$ cat src/sv/hnc_ram.sv
`timescale 1ns / 1ps
// Generic simple dual-port RAM: one write port, one read port with registered data.
// No dependencies.
module hnc_ram #(
   parameter int WIDTH = 16,
   parameter int DEPTH = 64
) (
   input  logic                     clock,
   input  logic                     we,
   input  logic [$clog2(DEPTH)-1:0] waddr,
   input  logic [WIDTH-1:0]         wdata,
   input  logic [$clog2(DEPTH)-1:0] raddr,
   output logic [WIDTH-1:0]         rdata
);
   logic [WIDTH-1:0] mem_ff [DEPTH];

   always_ff @(posedge clock) begin
      if (we) begin
         mem_ff[waddr] <= wdata;
      end
      rdata <= mem_ff[raddr];
   end
endmodule

$ cat config.mk
export PLATFORM = sky130hd
export DESIGN_NAME = hnc_ram
export DESIGN_NICKNAME = d
export VERILOG_FILES = /design/src/sv/hnc_ram.sv
export SDC_FILE = /design/constraint.sdc
export NUM_CORES = 1
export LEC_CHECK = 0
export ABC_CLOCK_PERIOD_IN_PS = 4400
export BUFFER_PORTS_ARGS = -buffer_cell sky130_fd_sc_hd__buf_4
export CAP_MARGIN = 20
export CORE_ASPECT_RATIO = 1.4
export CORE_MARGIN = 2
export CORE_UTILIZATION = 45
export CTS_CLUSTER_DIAMETER = 60
export DETAILED_ROUTE_END_ITERATION = 8
export GPL_TIMING_DRIVEN = 0
export PLACE_DENSITY = 0.71
export REMOVE_ABC_BUFFERS = 1
export SLEW_MARGIN = 20
export SYNTH_ARGS = -nofsm -noshare
export SYNTH_HDL_FRONTEND = slang
export SYNTH_SLANG_ARGS = --single-unit
$ cat constraint.sdc
create_clock -name clock -period 4.4 [get_ports clock]
set_input_delay 0.88 -clock clock [delete_from_list [all_inputs] [get_ports clock]]
set_output_delay 0.88 -clock clock [all_outputs]
set_load 0.02 [all_outputs]
After elaboration in Yosys (flattened, before gate mapping) --
Memories as Yosys holds them, arrays and structs flattened. A register that Yosys moved wholly into a read port is not among the register bits. Index checks and enable logic that the tools add are counted.
Cells by class: multiplexer cells 2
Operators with widths (number):
- 1-bit two-way mux | 2
Storage, ports and cells: register bits after elaboration 0, bits in writable memories 1024, bits of input ports 30, output and inout port bits 16, logic and storage cells 3, memories kept 1
Memory list:
- mem_ff | depth 64, width 16, rd ports 1, clocked after Yosys merged registers in 1, write ports 1, line 15 | logic [WIDTH-1:0] mem_ff [DEPTH];

Depth between registers and ports, before layout --
depth after elaboration 2, gate-level depth with buffers 10

Least setup slack after synthesis --
OpenSTA, ideal clock, no wires.
kind input port to flip-flop, start in waddr[3], end mem mem_ff[48][0], enable pin, arrival time 2506 ps, slack 1485 ps, stages on the path 4, cell sequence clkbuf_1 -> nor2b_1 -> nand4b_1 -> nor3_1
RTL lines:
- start: declaration | line 10 | input logic [$clog2(DEPTH)-1:0] waddr,
- end: declaration | line 15
No word-level cell before the write port.

==> flow_metrics.tcl <==
set metrics [dict create \
    dieArea_mm2 0.0914 \
    slew_headroom 0.393 \
    slowest_stage "mux4_2" \
    tightest_slew_ns 0.911 \
    min_path_cells 2 \
    worstRegToRegCells 4 \
    fp.dieW_um 256 \
    worstHoldEndpoint "mem_ff[48][9]$_DFFE_PP_" \
    drc 0 \
    areaGrowthSynthToFinish_pct 13.7 \
    grt_pass1_wl_um 133000 \
    cts_made_buffers 91 \
    slew_violations 0 \
    timing.critical_path.mode_cell "buf_16" \
    crit_required_ns 4.86 \
    die_h_um 357 \
    dp.final_hpwl_um 55000 \
    postCtsResizedCells 0 \
    dpl_cell_area_mm2 0.0424 \
    synth-simple-area-share 0.0265 \
    antenna_found_initial 5 \
    clkSlewWorstSetupHoldPaths_ns 0.07 \
    vias 19000 \
    worstSetupStartpointType "input pin" \
    grt_max_degree 92 \
    cts_tree "built" \
    synthCells 1829 \
    avgSynthCellArea_um2 21.9 \
    htree_levels 3 \
    worstPathArrival_ns 3.77 \
    synthTopCellsByArea "edfxtp_1 (77%), mux4_2 (12%), mux2i_1 (2.1%)" \
    fin_ws_ns 1.09 \
    ys_async_sr_fraction 0 \
    first_pass_iters 5 \
    start_util 0.454 \
    design_area_mm2 0.0455 \
    track_usage 0.199 \
    finalClockSkew_ns 0.0329 \
    synth_top_area_cell "edfxtp_1" \
    yosys_warnings 0 \
    path_cells "buf_8 -> buf_16 -> buf_16 -> mux4_2 -> mux2i_1 -> a22oi_1 -> a31oi_1 -> a311oi_1" \
    port_buffers 45 \
    cts_root_buf "clkbuf_16" \
    synth-main-ff-cell "edfxtp_1" \
    synth_compound_area_frac 0.0241 \
    synth_cell_types 43 \
    p_leak_nw 14.2 \
    nets 1967 \
    synth-xor-area-share 0 \
    finalHoldViolations 0 \
    rsz0062_at_grt "false" \
    avgRoutedWirePerCell_um 28.4 \
    ff2ff_setup_slack_ns 2.03 \
    gp_congestion 0.837 \
    grtUsageMet1 0.248 \
    crit_type "input pin to flop" \
    end_kind "flop" \
    hold_class "input pin to flop" \
    fin_crit_ns 3.31 \
    gr-total-overflow 0 \
    drt_iter0_drc 2221 \
    muxShareOfSynthArea 0.155 \
    routed_wl_um 90800 \
    setup_violations 0 \
    core_mm2 0.0883 \
    hp-start "waddr[1]" \
    dp_slack_ns 0.369 \
    finalCritPeriodShare 0.752 \
    cts.hold.buffers_added 0 \
    drive_above_1_share 0.288 \
    std_cell_rows 129 \
    synth_area_mm2 0.0400 \
    clock.fmax_ghz 0.302 \
    yosys.area.top_type_share 0.768 \
    grt_pass1_vias 19500 \
    drt.antenna.violating_nets 0 \
    irDropWorstVdd_mv 0.284 \
    num_io_pins 46 \
    via_per_inst 5.95 \
    pwr_density_cell_mw_per_mm2 447 \
    slowest_delay_ns 0.56 \
    synth.most_common_cell "edfxtp_1" \
    postCtsSetupBuffers 0 \
    synth_seq_area_share 0.776 \
    insertion_delay_ns 0.67 \
    ys_ff_latch 1040 \
    r2r-end "rdata[9]$_DFF_P_" \
    cts_sinks 1040 \
    gr-usage-met2 0.350 \
    synth_top_family_by_area "multiplexers" \
    yosys-top-cells-count "edfxtp_1 (1024), mux4_2 (220), mux2i_1 (85), nor2_1 (72), nand2_1 (59)" \
    top_usage_layer "met2" \
    cts.path.max_buffers 3 \
    worstReg2RegStart "mem_ff[63][9]$_DFFE_PP_" \
    synth_fa_ha_area_frac 0 \
    use_met3 0.0313 \
    worstPathMaxFanout 62 \
    cap_violations 0 \
    status "completed" \
    synth-edff-count 1024 \
]
-- logic make-up after synthesis --
| family | count (synthesis) |
|---|---|
| compound gates | 129 |
| flops | 1040 |
| mux | 336 |
| simple gates | 220 |
| buf+inv | 104 |
-- cells in the final DEF, fill, tap and decap left out, types with 17 or more instances in the layout --
cell type and count:
buf_4 45, clkinv_1 17, nand2_1 59, edfxtp_1 1024, nand3_1 24, buf_8 41, mux4_2 220, mux2i_1 85
a22oi_1 39, mux2_2 27, buf_6 26, a21oi_1 17, nor2_2 66, clkbuf_16 93, nor2b_1 26
-- cell type report --
class / instances / area, µm²
Clock inverter: 59 / 707
Antenna cell: 1 / 2.50
Sequential cell: 1040 / 31100
Multi-Input combinational cell: 685 / 8420
Clock buffer: 108 / 2400
Timing Repair Buffer: 119 / 1440
Tap cell: 1179 / 1480
Fill cell: 6635 / 42800
-- routing by layer --
layer	routed length [µm]	share of wire
met5	66	0.00073
met3	6700	0.074
met4	3340	0.037
met2	47500	0.52
met1	33200	0.37
-- worst max-delay path, delay by kind of cell --
kind | cells | cell delay, ns
AO/OA/AOI/OAI | 3 | 0.77
multiplexers | 2 | 0.91
buffers and inverters | 3 | 1.04
-- where the power goes --
group	leakage, nW	internal [mW]	switching (mW)	total [mW]
Combinational	3.34	0.371	0.659	1.03
Clock	1.50	4.80	3.51	8.31
Sequential	9.35	11.0	0.0213	11.0
Total	14.2	16.1	4.19	20.3
-- worst max-delay path by stage --
| stage | from | to | slack, ns | depth (start not counted) |
|---|---|---|---|---|
| after floorplan | we | mem_ff[48][0]$_DFFE_PP_ | 1.64 | 3 |
| after global placement | raddr[0] | rdata[11]$_DFF_P_ | -2.99 | 5 |
| after detailed placement | raddr[0] | rdata[0]$_DFF_P_ | 0.37 | 8 |
| after CTS | raddr[0] | rdata[0]$_DFF_P_ | 1.09 | 8 |
| after global routing | raddr[0] | rdata[0]$_DFF_P_ | 0.93 | 8 |
| final | raddr[0] | rdata[4]$_DFF_P_ | 1.09 | 8 |
-- flip-flops by register name, summed over array words and instances, names as in the netlist --
name	cells
mem_ff	1024
rdata	16
-- metrics by stage --
stage,power [mW],hold WS [ns],instances,TNS [ns],utilization
after floorplan,11.6,0.760,1725,0,-
after global placement,12.2,0.976,2949,-42.34,0.466
after detailed placement,12.2,0.972,3023,0,0.480
after CTS,20.4,0.609,3190,0,0.516
after global routing,20.8,0.640,3190,0,0.516
final,20.3,0.633,3191,0,0.516
Note: power is estimated with default switching activity, not from simulation.
