### src/sv/hnc_pkg.sv
`timescale 1ns / 1ps
// Shared types, constants and the class decision for the heightfield normal classifier.
// No dependencies; the interfaces, the normaliser and the top level import this package.
package hnc_pkg;

   // Default grid limits, handed to the top level parameters
   localparam int MAX_COLS_DEF = 32;
   localparam int MAX_ROWS_DEF = 1024;

   // Field widths
   localparam int H_W     = 16;   // height, Q8.8 signed
   localparam int Q14_W   = 16;   // normal component, Q1.14 signed
   localparam int CLS_W   = 3;
   localparam int ROW_W   = 10;
   localparam int COL_W   = 5;
   localparam int ACC_W   = 20;   // per component accumulator
   localparam int VEC_W   = 34;   // face components are 17x17 signed products
   localparam int OUT_LIMIT = 64;

   // Configuration port
   localparam int CSR_AW = 3;
   localparam int CSR_DW = 16;

   typedef enum logic [CSR_AW-1:0] {
      REG_GRID_COLS   = 3'd0,
      REG_STEP_X      = 3'd1,
      REG_STEP_Z      = 3'd2,
      REG_SLOPE_FLAT  = 3'd3,
      REG_SLOPE_EDGE  = 3'd4,
      REG_HEIGHT_LOW  = 3'd5,
      REG_HEIGHT_MID  = 3'd6,
      REG_HEIGHT_HIGH = 3'd7
   } reg_idx_type;

   // Register reset values
   localparam logic [5:0]        GRID_COLS_RST   = 6'd32;
   localparam logic [15:0]       STEP_X_RST      = 16'd256;
   localparam logic [15:0]       STEP_Z_RST      = 16'd256;
   localparam logic [14:0]       SLOPE_FLAT_RST  = 15'd11469;
   localparam logic [14:0]       SLOPE_EDGE_RST  = 15'd13107;
   localparam logic signed [15:0] HEIGHT_LOW_RST  = 16'sd589;
   localparam logic signed [15:0] HEIGHT_MID_RST  = 16'sd640;
   localparam logic signed [15:0] HEIGHT_HIGH_RST = 16'sd691;

   // Vertex classes
   localparam logic [CLS_W-1:0] CLS_GRASS      = 3'd0;
   localparam logic [CLS_W-1:0] CLS_DIRT       = 3'd1;
   localparam logic [CLS_W-1:0] CLS_EDGE_GRASS = 3'd2;
   localparam logic [CLS_W-1:0] CLS_EDGE_DIRT  = 3'd3;
   localparam logic [CLS_W-1:0] CLS_SNOW       = 3'd4;
   localparam logic [CLS_W-1:0] CLS_ROCK       = 3'd5;

   typedef logic signed [H_W-1:0]   height_type;
   typedef logic signed [Q14_W-1:0] q14_type;
   typedef logic signed [VEC_W-1:0] comp_type;
   typedef logic signed [ACC_W-1:0] acc_type;

   function automatic comp_type acc_to_comp(input acc_type a);
      return VEC_W'(a);
   endfunction

   function automatic logic [CLS_W-1:0] classify(
      input q14_type          ny,
      input height_type       h,
      input logic [14:0]      flat_lim,
      input logic [14:0]      slope_lim,
      input height_type       lo,
      input height_type       mid,
      input height_type       hi);
      logic [14:0]      s;
      logic [CLS_W-1:0] k;
      s = ny[Q14_W-1] ? 15'(-ny) : 15'(ny);
      if (!(s > flat_lim)) begin
         k = CLS_ROCK;
      end else begin
         k = (h < lo) ? CLS_GRASS : CLS_DIRT;
         if (h < mid && s < slope_lim)      k = CLS_EDGE_GRASS;
         else if (h < hi && s < slope_lim)  k = CLS_EDGE_DIRT;
         else if (h > mid)                  k = CLS_SNOW;
      end
      return k;
   endfunction

endpackage

### src/sv/hnc_norm.sv
`timescale 1ns / 1ps
// Iterative vector normaliser: range shift, sum of squares, bit-pair square root and
// restoring division to Q1.14. Depends on hnc_pkg.
module hnc_norm (
   input  logic                clock,
   input  logic                reset,
   input  logic                start,
   input  hnc_pkg::comp_type   vec_in [3],
   output logic                done,
   output hnc_pkg::q14_type    norm_out [3]
);
   import hnc_pkg::*;

   localparam int MAG_W = VEC_W - 1;
   localparam int NRM_W = 31;           // the largest magnitude lands in [2^30, 2^31)
   localparam int SQ_W  = 2 * NRM_W;
   localparam int SUM_W = 64;
   localparam int LEN_W = 32;
   localparam int FRAC  = 14;
   localparam int REM_W = NRM_W + FRAC + 1;
   localparam int QB_W  = FRAC + 1;

   typedef enum logic [2:0] {N_IDLE, N_SHIFT, N_SQ, N_SQRT, N_DLOAD, N_DIV} nstate_type;

   nstate_type           state_ff;
   logic [MAG_W-1:0]     a_ff [3];
   logic [2:0]           neg_ff;
   logic [1:0]           idx_ff;
   logic [SQ_W-1:0]      prod_ff;
   logic [SUM_W-1:0]     sum_ff;
   logic [SUM_W-1:0]     sv_ff;
   logic [SUM_W-1:0]     r_ff;
   logic [SUM_W-1:0]     b_ff;
   logic [4:0]           it_ff;
   logic [REM_W-1:0]     rem_ff;
   logic [REM_W-1:0]     dsh_ff;
   logic [QB_W-1:0]      q_ff;
   logic [3:0]           step_ff;
   logic                 done_ff;
   q14_type              out_ff [3];

   logic [MAG_W-1:0]     m01, m, a_sel;
   logic [SUM_W-1:0]     rb_in;
   logic                 sq_ge, div_ge;
   logic [QB_W-1:0]      q_in;
   q14_type              q16;
   logic [MAG_W-1:0]     mag_in [3];

   always_comb begin
      m01 = (a_ff[0] > a_ff[1]) ? a_ff[0] : a_ff[1];
      m   = (m01 > a_ff[2]) ? m01 : a_ff[2];
      case (idx_ff)
         2'd0:    a_sel = a_ff[0];
         2'd1:    a_sel = a_ff[1];
         default: a_sel = a_ff[2];
      endcase
      rb_in  = r_ff + b_ff;
      sq_ge  = sv_ff >= rb_in;
      div_ge = rem_ff >= dsh_ff;
      q_in   = {q_ff[QB_W-2:0], div_ge};
      q16    = Q14_W'(q_in);
      for (int i = 0; i < 3; i++) begin
         mag_in[i] = vec_in[i][VEC_W-1] ? MAG_W'(-vec_in[i]) : MAG_W'(vec_in[i]);
      end
   end

   always_ff @(posedge clock) begin
      if (reset) begin
         state_ff <= N_IDLE;
         done_ff  <= 1'b0;
      end else begin
         done_ff <= 1'b0;
         case (state_ff)
            N_IDLE: begin
               if (start) begin
                  for (int i = 0; i < 3; i++) begin
                     a_ff[i]   <= mag_in[i];
                     neg_ff[i] <= vec_in[i][VEC_W-1];
                  end
                  state_ff <= N_SHIFT;
               end
            end
            N_SHIFT: begin
               if (m == '0) begin
                  for (int i = 0; i < 3; i++) out_ff[i] <= '0;
                  done_ff  <= 1'b1;
                  state_ff <= N_IDLE;
               end else if (m[MAG_W-1:NRM_W] != '0) begin
                  for (int i = 0; i < 3; i++) a_ff[i] <= a_ff[i] >> 1;
               end else if (!m[NRM_W-1]) begin
                  for (int i = 0; i < 3; i++) a_ff[i] <= a_ff[i] << 1;
               end else begin
                  idx_ff   <= 2'd0;
                  sum_ff   <= '0;
                  state_ff <= N_SQ;
               end
            end
            N_SQ: begin
               // product registered, summed in the next cycle
               prod_ff <= a_sel[NRM_W-1:0] * a_sel[NRM_W-1:0];
               if (idx_ff != 2'd0) sum_ff <= sum_ff + SUM_W'(prod_ff);
               idx_ff <= idx_ff + 2'd1;
               if (idx_ff == 2'd3) begin
                  sv_ff    <= sum_ff + SUM_W'(prod_ff);
                  r_ff     <= '0;
                  b_ff     <= SUM_W'(1) << (SUM_W - 2);
                  it_ff    <= '0;
                  state_ff <= N_SQRT;
               end
            end
            N_SQRT: begin
               if (sq_ge) begin
                  sv_ff <= sv_ff - rb_in;
                  r_ff  <= (r_ff >> 1) + b_ff;
               end else begin
                  r_ff <= r_ff >> 1;
               end
               b_ff  <= b_ff >> 2;
               it_ff <= it_ff + 5'd1;
               if (it_ff == 5'd31) begin
                  idx_ff   <= 2'd0;
                  state_ff <= N_DLOAD;
               end
            end
            N_DLOAD: begin
               // numerator a*2^14 + len/2, divisor aligned to the top quotient bit
               rem_ff   <= REM_W'({a_sel[NRM_W-1:0], FRAC'(0)}) + REM_W'(r_ff[LEN_W-1:1]);
               dsh_ff   <= {r_ff[LEN_W-1:0], FRAC'(0)};
               q_ff     <= '0;
               step_ff  <= '0;
               state_ff <= N_DIV;
            end
            N_DIV: begin
               if (div_ge) rem_ff <= rem_ff - dsh_ff;
               dsh_ff  <= dsh_ff >> 1;
               q_ff    <= q_in;
               step_ff <= step_ff + 4'd1;
               if (step_ff == 4'(FRAC)) begin
                  out_ff[idx_ff] <= neg_ff[idx_ff] ? -q16 : q16;
                  if (idx_ff == 2'd2) begin
                     done_ff  <= 1'b1;
                     state_ff <= N_IDLE;
                  end else begin
                     idx_ff   <= idx_ff + 2'd1;
                     state_ff <= N_DLOAD;
                  end
               end
            end
            default: state_ff <= N_IDLE;
         endcase
      end
   end

   assign done = done_ff;
   always_comb begin
      for (int i = 0; i < 3; i++) norm_out[i] = out_ff[i];
   end
endmodule

### config.mk
export PLATFORM = sky130hd
export DESIGN_NAME = hnc_norm
export DESIGN_NICKNAME = d
export VERILOG_FILES = /design/src/sv/hnc_pkg.sv /design/src/sv/hnc_norm.sv
export SDC_FILE = /design/constraint.sdc
export NUM_CORES = 2
export LEC_CHECK = 0
export ABC_AREA = 1
export BUFFER_PORTS_ARGS = -buffer_cell sky130_fd_sc_hd__clkbuf_2
export CAP_MARGIN = 20
export CORE_ASPECT_RATIO = 0.6
export CORE_MARGIN = 2
export CORE_UTILIZATION = 45
export DETAILED_ROUTE_END_ITERATION = 12
export PLACE_DENSITY = 0.62
export SYNTH_ARGS = -nofsm -noshare
export SYNTH_HDL_FRONTEND = slang
export SYNTH_SLANG_ARGS = --single-unit
### constraint.sdc
create_clock -name clock -period 21.1 [get_ports clock]
set_clock_uncertainty 0.05 [all_clocks]
set_input_delay 0 -clock clock [delete_from_list [all_inputs] [get_ports clock]]
set_output_delay 0 -clock clock [all_outputs]
set_load 0.03 [all_outputs]
* Yosys cells after proc, flatten, opt, wreduce, memory -nomap -nowiden
Memories as Yosys holds them, arrays and structs flattened. Index checks and enable logic that the tools add are counted.
Word-level totals: register bits 442, bits in latches 0, memory bits (writable) 147, memory bits (read-only) 0, output and inout port bits 49, memories 2
Operators by class: add/subtract/negate cells 13, $mul 1, div/mod/pow operators 0, magnitude comparators 5, equal/unequal tests 23, shifts and indexed selects 0, mux-type cells 80, bitwise logic cells 7, reductions and logical operators 19
Memories:
- a_ff | words 3, bits a word 33, read ports 3, clocked after memory_dff 0, wr ports 3, line hnc_norm.sv:26 | logic [MAG_W-1:0] a_ff [3];
- out_ff | words 3, bits a word 16, read ports 3, clocked after memory_dff 0, wr ports 3, line hnc_norm.sv:40 | q14_type out_ff [3];
Operator list (count):
- $mux 64 | 9
- $pmux 64 s2 | 4
- $mux 33 | 11
- $pmux 46 s2 | 2
- $neg 33->33 | 3
- $gt 33x33->1 | 2
- $add 63x64->64 | 1
- $add 64x62->64 | 1
- $add 64x64->64 | 1
- $ge 64x64->1 | 1
- $sub 64x64->64 | 1
- $mul 31x31->62 | 1
- $pmux 31 s2 | 1
- $add 45x31->46 | 1
- $ge 46x46->1 | 1
- $mux 46 | 1
- $sub 46x46->46 | 1
- $logic_not 33->1 | 1
- $mux 16 | 2
- $pmux 14 s2 | 1
- $mux 1 | 27
- $mux 3 | 8
- $ne 2x2->1 const B | 11
- $pmux 3 s6 | 1
- other kinds (32) | 55

* Depth between registers and ports, before layout
An unclocked memory read counts as a cell.
word-level depth 13, mapped depth 40, depth with buffers taken out 37

* Worst setup path before layout
Ideal clock, no wire load.
path kind reg2reg, start point reg idx_ff[0], end point reg prod_ff[61], data pin, library setup time 0.264 ns, arrival time 8.259 ns, path slack 12.528 ns, cell stages (with the launch flop) 37, path through edfxtp_1 inv_1 ha_1 inv_1 clkbuf_1 clkbuf_1 buf_1 o221ai_1 clkbuf_1 buf_1 nand2_1 fa_1 inv_1 fa_1 fa_1 inv_1 fa_1 inv_1 fa_1 inv_1 fa_1 inv_1 fa_1 fa_1 ha_1 nand2_1 nor2_1 inv_1 nor2_1 nor2_1 o21ai_0 a21oi_1 o211ai_1 nand2_1 nand2_1 a31oi_1 xor2_1
Between the ends: longest elaborated chain between the ends 3
Ends and longest elaborated chain:
- start, declared | line hnc_norm.sv:28 | logic [1:0] idx_ff;
- start signal, assigned | line hnc_norm.sv:102 | idx_ff <= idx_ff + 2'd1;
- start signal, assigned | line hnc_norm.sv:144 | idx_ff <= idx_ff + 2'd1;
- $eq 2x1->1 / $logic_not 2->1 (equally long branches) | line hnc_norm.sv:52 | case (idx_ff)
- $pmux 31 s2 * | line hnc_norm.sv:52
- $mul 31x31->62 * | line hnc_norm.sv:100 | prod_ff <= a_sel[NRM_W-1:0] * a_sel[NRM_W-1:0];
- end signal, assigned | line hnc_norm.sv:100
- end, declared | line hnc_norm.sv:29 | logic [SQ_W-1:0] prod_ff;
Every way passes the cells marked *; elsewhere a longest branch is shown, timed or not. A chain may end at the register's enable or synchronous reset.

* Final worst setup path
Ends and elaborated chain as after synthesis.

==> results.py <==
metrics = {
    "global_routing": {
        "antenna_found_initial": 8,
        "grt_pass1_vias": 62630,
        "grt_max_degree": 103,
        "track_usage": 0.3296,
        "globalRouteOverflowTotal": 0,
        "grt_pass1_wl_mm": 404.9,
    },
    "die": {
        "chipWidth_um": 523.0,
        "dieHeight_um": 315.4,
        "start_util": 0.4525,
        "coreArea_um2": 160800,
        "io_pins": 154,
        "num_rows": 114,
        "die-area_um2": 165000,
    },
    "critical_path": {
        "cp.arrival_ps": 10300,
        "r2r_slack_ps": 11140,
        "endpoint_kind": "register",
        "critPathMaxStageDelay_ps": 570,
        "critPathKind": "reg2reg",
        "rr_startpoint": "idx_ff[0]$_SDFFCE_PN0P_",
        "crit_slowest_cell": "a21oi_1",
        "r2r_end": "prod_ff[61]$_DFFE_PP_",
        "worst-path-max-fanout": 27,
        "worst-r2r-cell-count": 33,
        "startpoint_type": "register",
        "required_ps": 21440,
    },
    "synthesis": {
        "yosys-top-cells-area": "edfxtp_1, fa_1, inv_1",
        "synth.cell_area_um2": 72740,
        "synth_seq_area_share": 0.2290,
        "syn_avg_cell_area_um2": 7.823,
        "postSynthCellCount": 9298,
        "synth_common_cells": "inv_1, nand2_1, nor2_1",
        "synth_cell_types": 66,
        "synth_top_area_frac": 0.2279,
        "synthFlopType": "edfxtp_1",
        "syn_nets": 10750,
        "synth_edf_count": 552,
        "async_reset_ff_frac": 0,
        "ys_warn_count": 0,
        "yosys_register_bits": 556,
        "yosysMostFrequentCell": "inv_1",
        "yosysTopAreaCell": "edfxtp_1",
    },
    "clock_tree": {
        "cts.repair.resized": 0,
        "cts_tree": "built",
        "cts_made_buffers": 67,
        "htreeDepth": 3,
        "worstSkewPairLatency_ps": 710,
        "cts_root_buffer": "clkbuf_16",
        "cts_setup_buffers": 0,
        "cts.reportedPaths.clkPinSlew_ps": 70,
        "clock_sinks": 556,
        "clockBufferDepth": 3,
    },
    "route": {
        "vias": 65530,
        "avgViaCountPerCell": 5.604,
        "drt_iter0_markers": 8242,
        "ant_nets": 0,
        "dr.pass1.iters": 6,
        "routedWlPerCell_um": 23.24,
        "drt-total-wl_mm": 271.8,
        "post-route-drc-count": 0,
    },
    "sta": {
        "fin_crit_sh": 0.4720,
        "slew_viol_final": 0,
        "setup_viol": 0,
        "min_period_ps": 9960,
        "rsz0062_at_grt": "false",
        "finalHoldViolCount": 0,
        "worst_slew_pin_slew_ps": 1274,
        "fmax_ghz": 0.1004,
        "relSlewSlack": 0.1401,
        "finalSetupTns_ps": 0,
    },
    "min_path": {
        "min_path_cells": 7,
        "worstHoldStart": "vec_in[13]",
        "min_path_type": "in2reg",
        "min_to": "a_ff[0][79]$_DFFE_PP_",
    },
    "placement": {
        "hpwl_mm": 221.9,
        "numPortBuffers": 153,
        "gp_congestion": 1.019,
    },
    "final_layout": {
        "area_delta_synth_final_pct": 9.294,
        "nets": 10940,
        "layout-drive-gt1-share": 0.04516,
        "fillers": 15790,
    },
    "status": {
        "status": "completed",
    },
    "flow_run": {
        "drv_cap": 0,
    },
}
## critical path, delay by kind of cell (launching register included)
kind,cells,cell delay [ps]
xor+xnor,1,80
fa+ha+maj,10,4690
compound gates,9,2250
buf+inv,10,1690
simple gates,3,400
flops,1,430
## registers in the layout, indices dropped and copies added, names as in the netlist
signal,cells
out_ff,48
step_ff,4
done,1
sv_ff,64
it_ff,5
prod_ff,61
a_ff,99
idx_ff,2
neg_ff,3
rem_ff,46
dsh_ff,46
q_ff,14
sum_ff,64
r_ff,64
b_ff,32
state_ff,3
## metal layers
| metal | track usage | up-vias | part of all wire |
|---|---|---|---|
| li1 | - | 29960 | - |
| met1 | 0.5401 | 31830 | 0.49 |
| met2 | 0.4057 | 3508 | 0.35 |
| met3 | 0.1214 | 227 | 0.15 |
| met4 | 0.04142 | 2 | 0.012 |
| met5 | 0.001408 | - | 0.000048 |
## through the flow
step | area [um^2] | utilization | hold slack, ps | std cells | setup slack, ps
floorplan | 72740 | - | 48.87 | 9298 | 12530
global placement | 75950 | 0.4725 | 288.1 | 11450 | 10530
detailed placement | 76000 | 0.4728 | 309.1 | 11450 | 11060
CTS | 79440 | 0.4942 | 40.15 | 11690 | 10980
global route | 79490 | 0.4945 | 110.6 | 11690 | 10680
finish | 79500 | 0.4945 | 113.3 | 11690 | 11140
## cell usage in the layout (no fill, tap or decap), drive strengths merged, types with 46 or more instances in the layout
cell type and n:
nand2 1876, edfxtp 552, o21ai 679, nor3 117
inv 2010, nand3 222, clkbuf 225, dlygate4sd3 115
xor2 217, fa 750, nor2 816, nor4 46
a21oi 567, ha 593, xnor2 168, nand4 47
buf 78, a31oi 86
## what timing repair did
action / CTS / global route
hold buffers: 115 / 0
endpoints found under the hold margin: 120 / 0
endpoints found under the setup margin: 0 / 0
## cell families after synthesis
group,after synthesis,share of synthesized area
XOR/XNOR,385,0.04636
AO/OA/AOI/OAI,1595,0.1211
buffers and inverters,2233,0.1178
multiplexers,2,0.0002752
flip-flops,556,0.2290
adder cells (fa/ha/maj),1343,0.3084
AND/OR/NAND/NOR,3184,0.1770
## layout make-up
cell class / count / area (um^2) / share of cell area
antenna: 5 / 12.51 / 0.0001574
clock buffer: 71 / 1692 / 0.02128
clock inverter: 50 / 600.6 / 0.007555
timing repair buffer: 347 / 2544 / 0.03200
inverter: 2010 / 7550 / 0.09497
tap: 2146 / 2685 / 0.03378
multi-input combinational: 6509 / 47760 / 0.6008
sequential: 556 / 16660 / 0.2095
## how the worst max path moves through the flow
stage | end | from | slack (ps) | cells after the start
global placement | prod_ff[57]$_DFFE_PP_ | idx_ff[0]$_SDFFCE_PN0P_ | 10530 | 33
CTS | prod_ff[57]$_DFFE_PP_ | idx_ff[0]$_SDFFCE_PN0P_ | 10980 | 32
floorplan | prod_ff[61]$_DFFE_PP_ | idx_ff[0]$_SDFFCE_PN0P_ | 12530 | 36
finish | prod_ff[61]$_DFFE_PP_ | idx_ff[0]$_SDFFCE_PN0P_ | 11140 | 33
global route | prod_ff[57]$_DFFE_PP_ | idx_ff[1]$_SDFFCE_PN0P_ | 10680 | 35
detailed placement | prod_ff[57]$_DFFE_PP_ | idx_ff[0]$_SDFFCE_PN0P_ | 11060 | 32
Power is left out: the tool's default activity adds up to more than one toggle a clock period on the data nets, which glitch-free logic cannot reach.
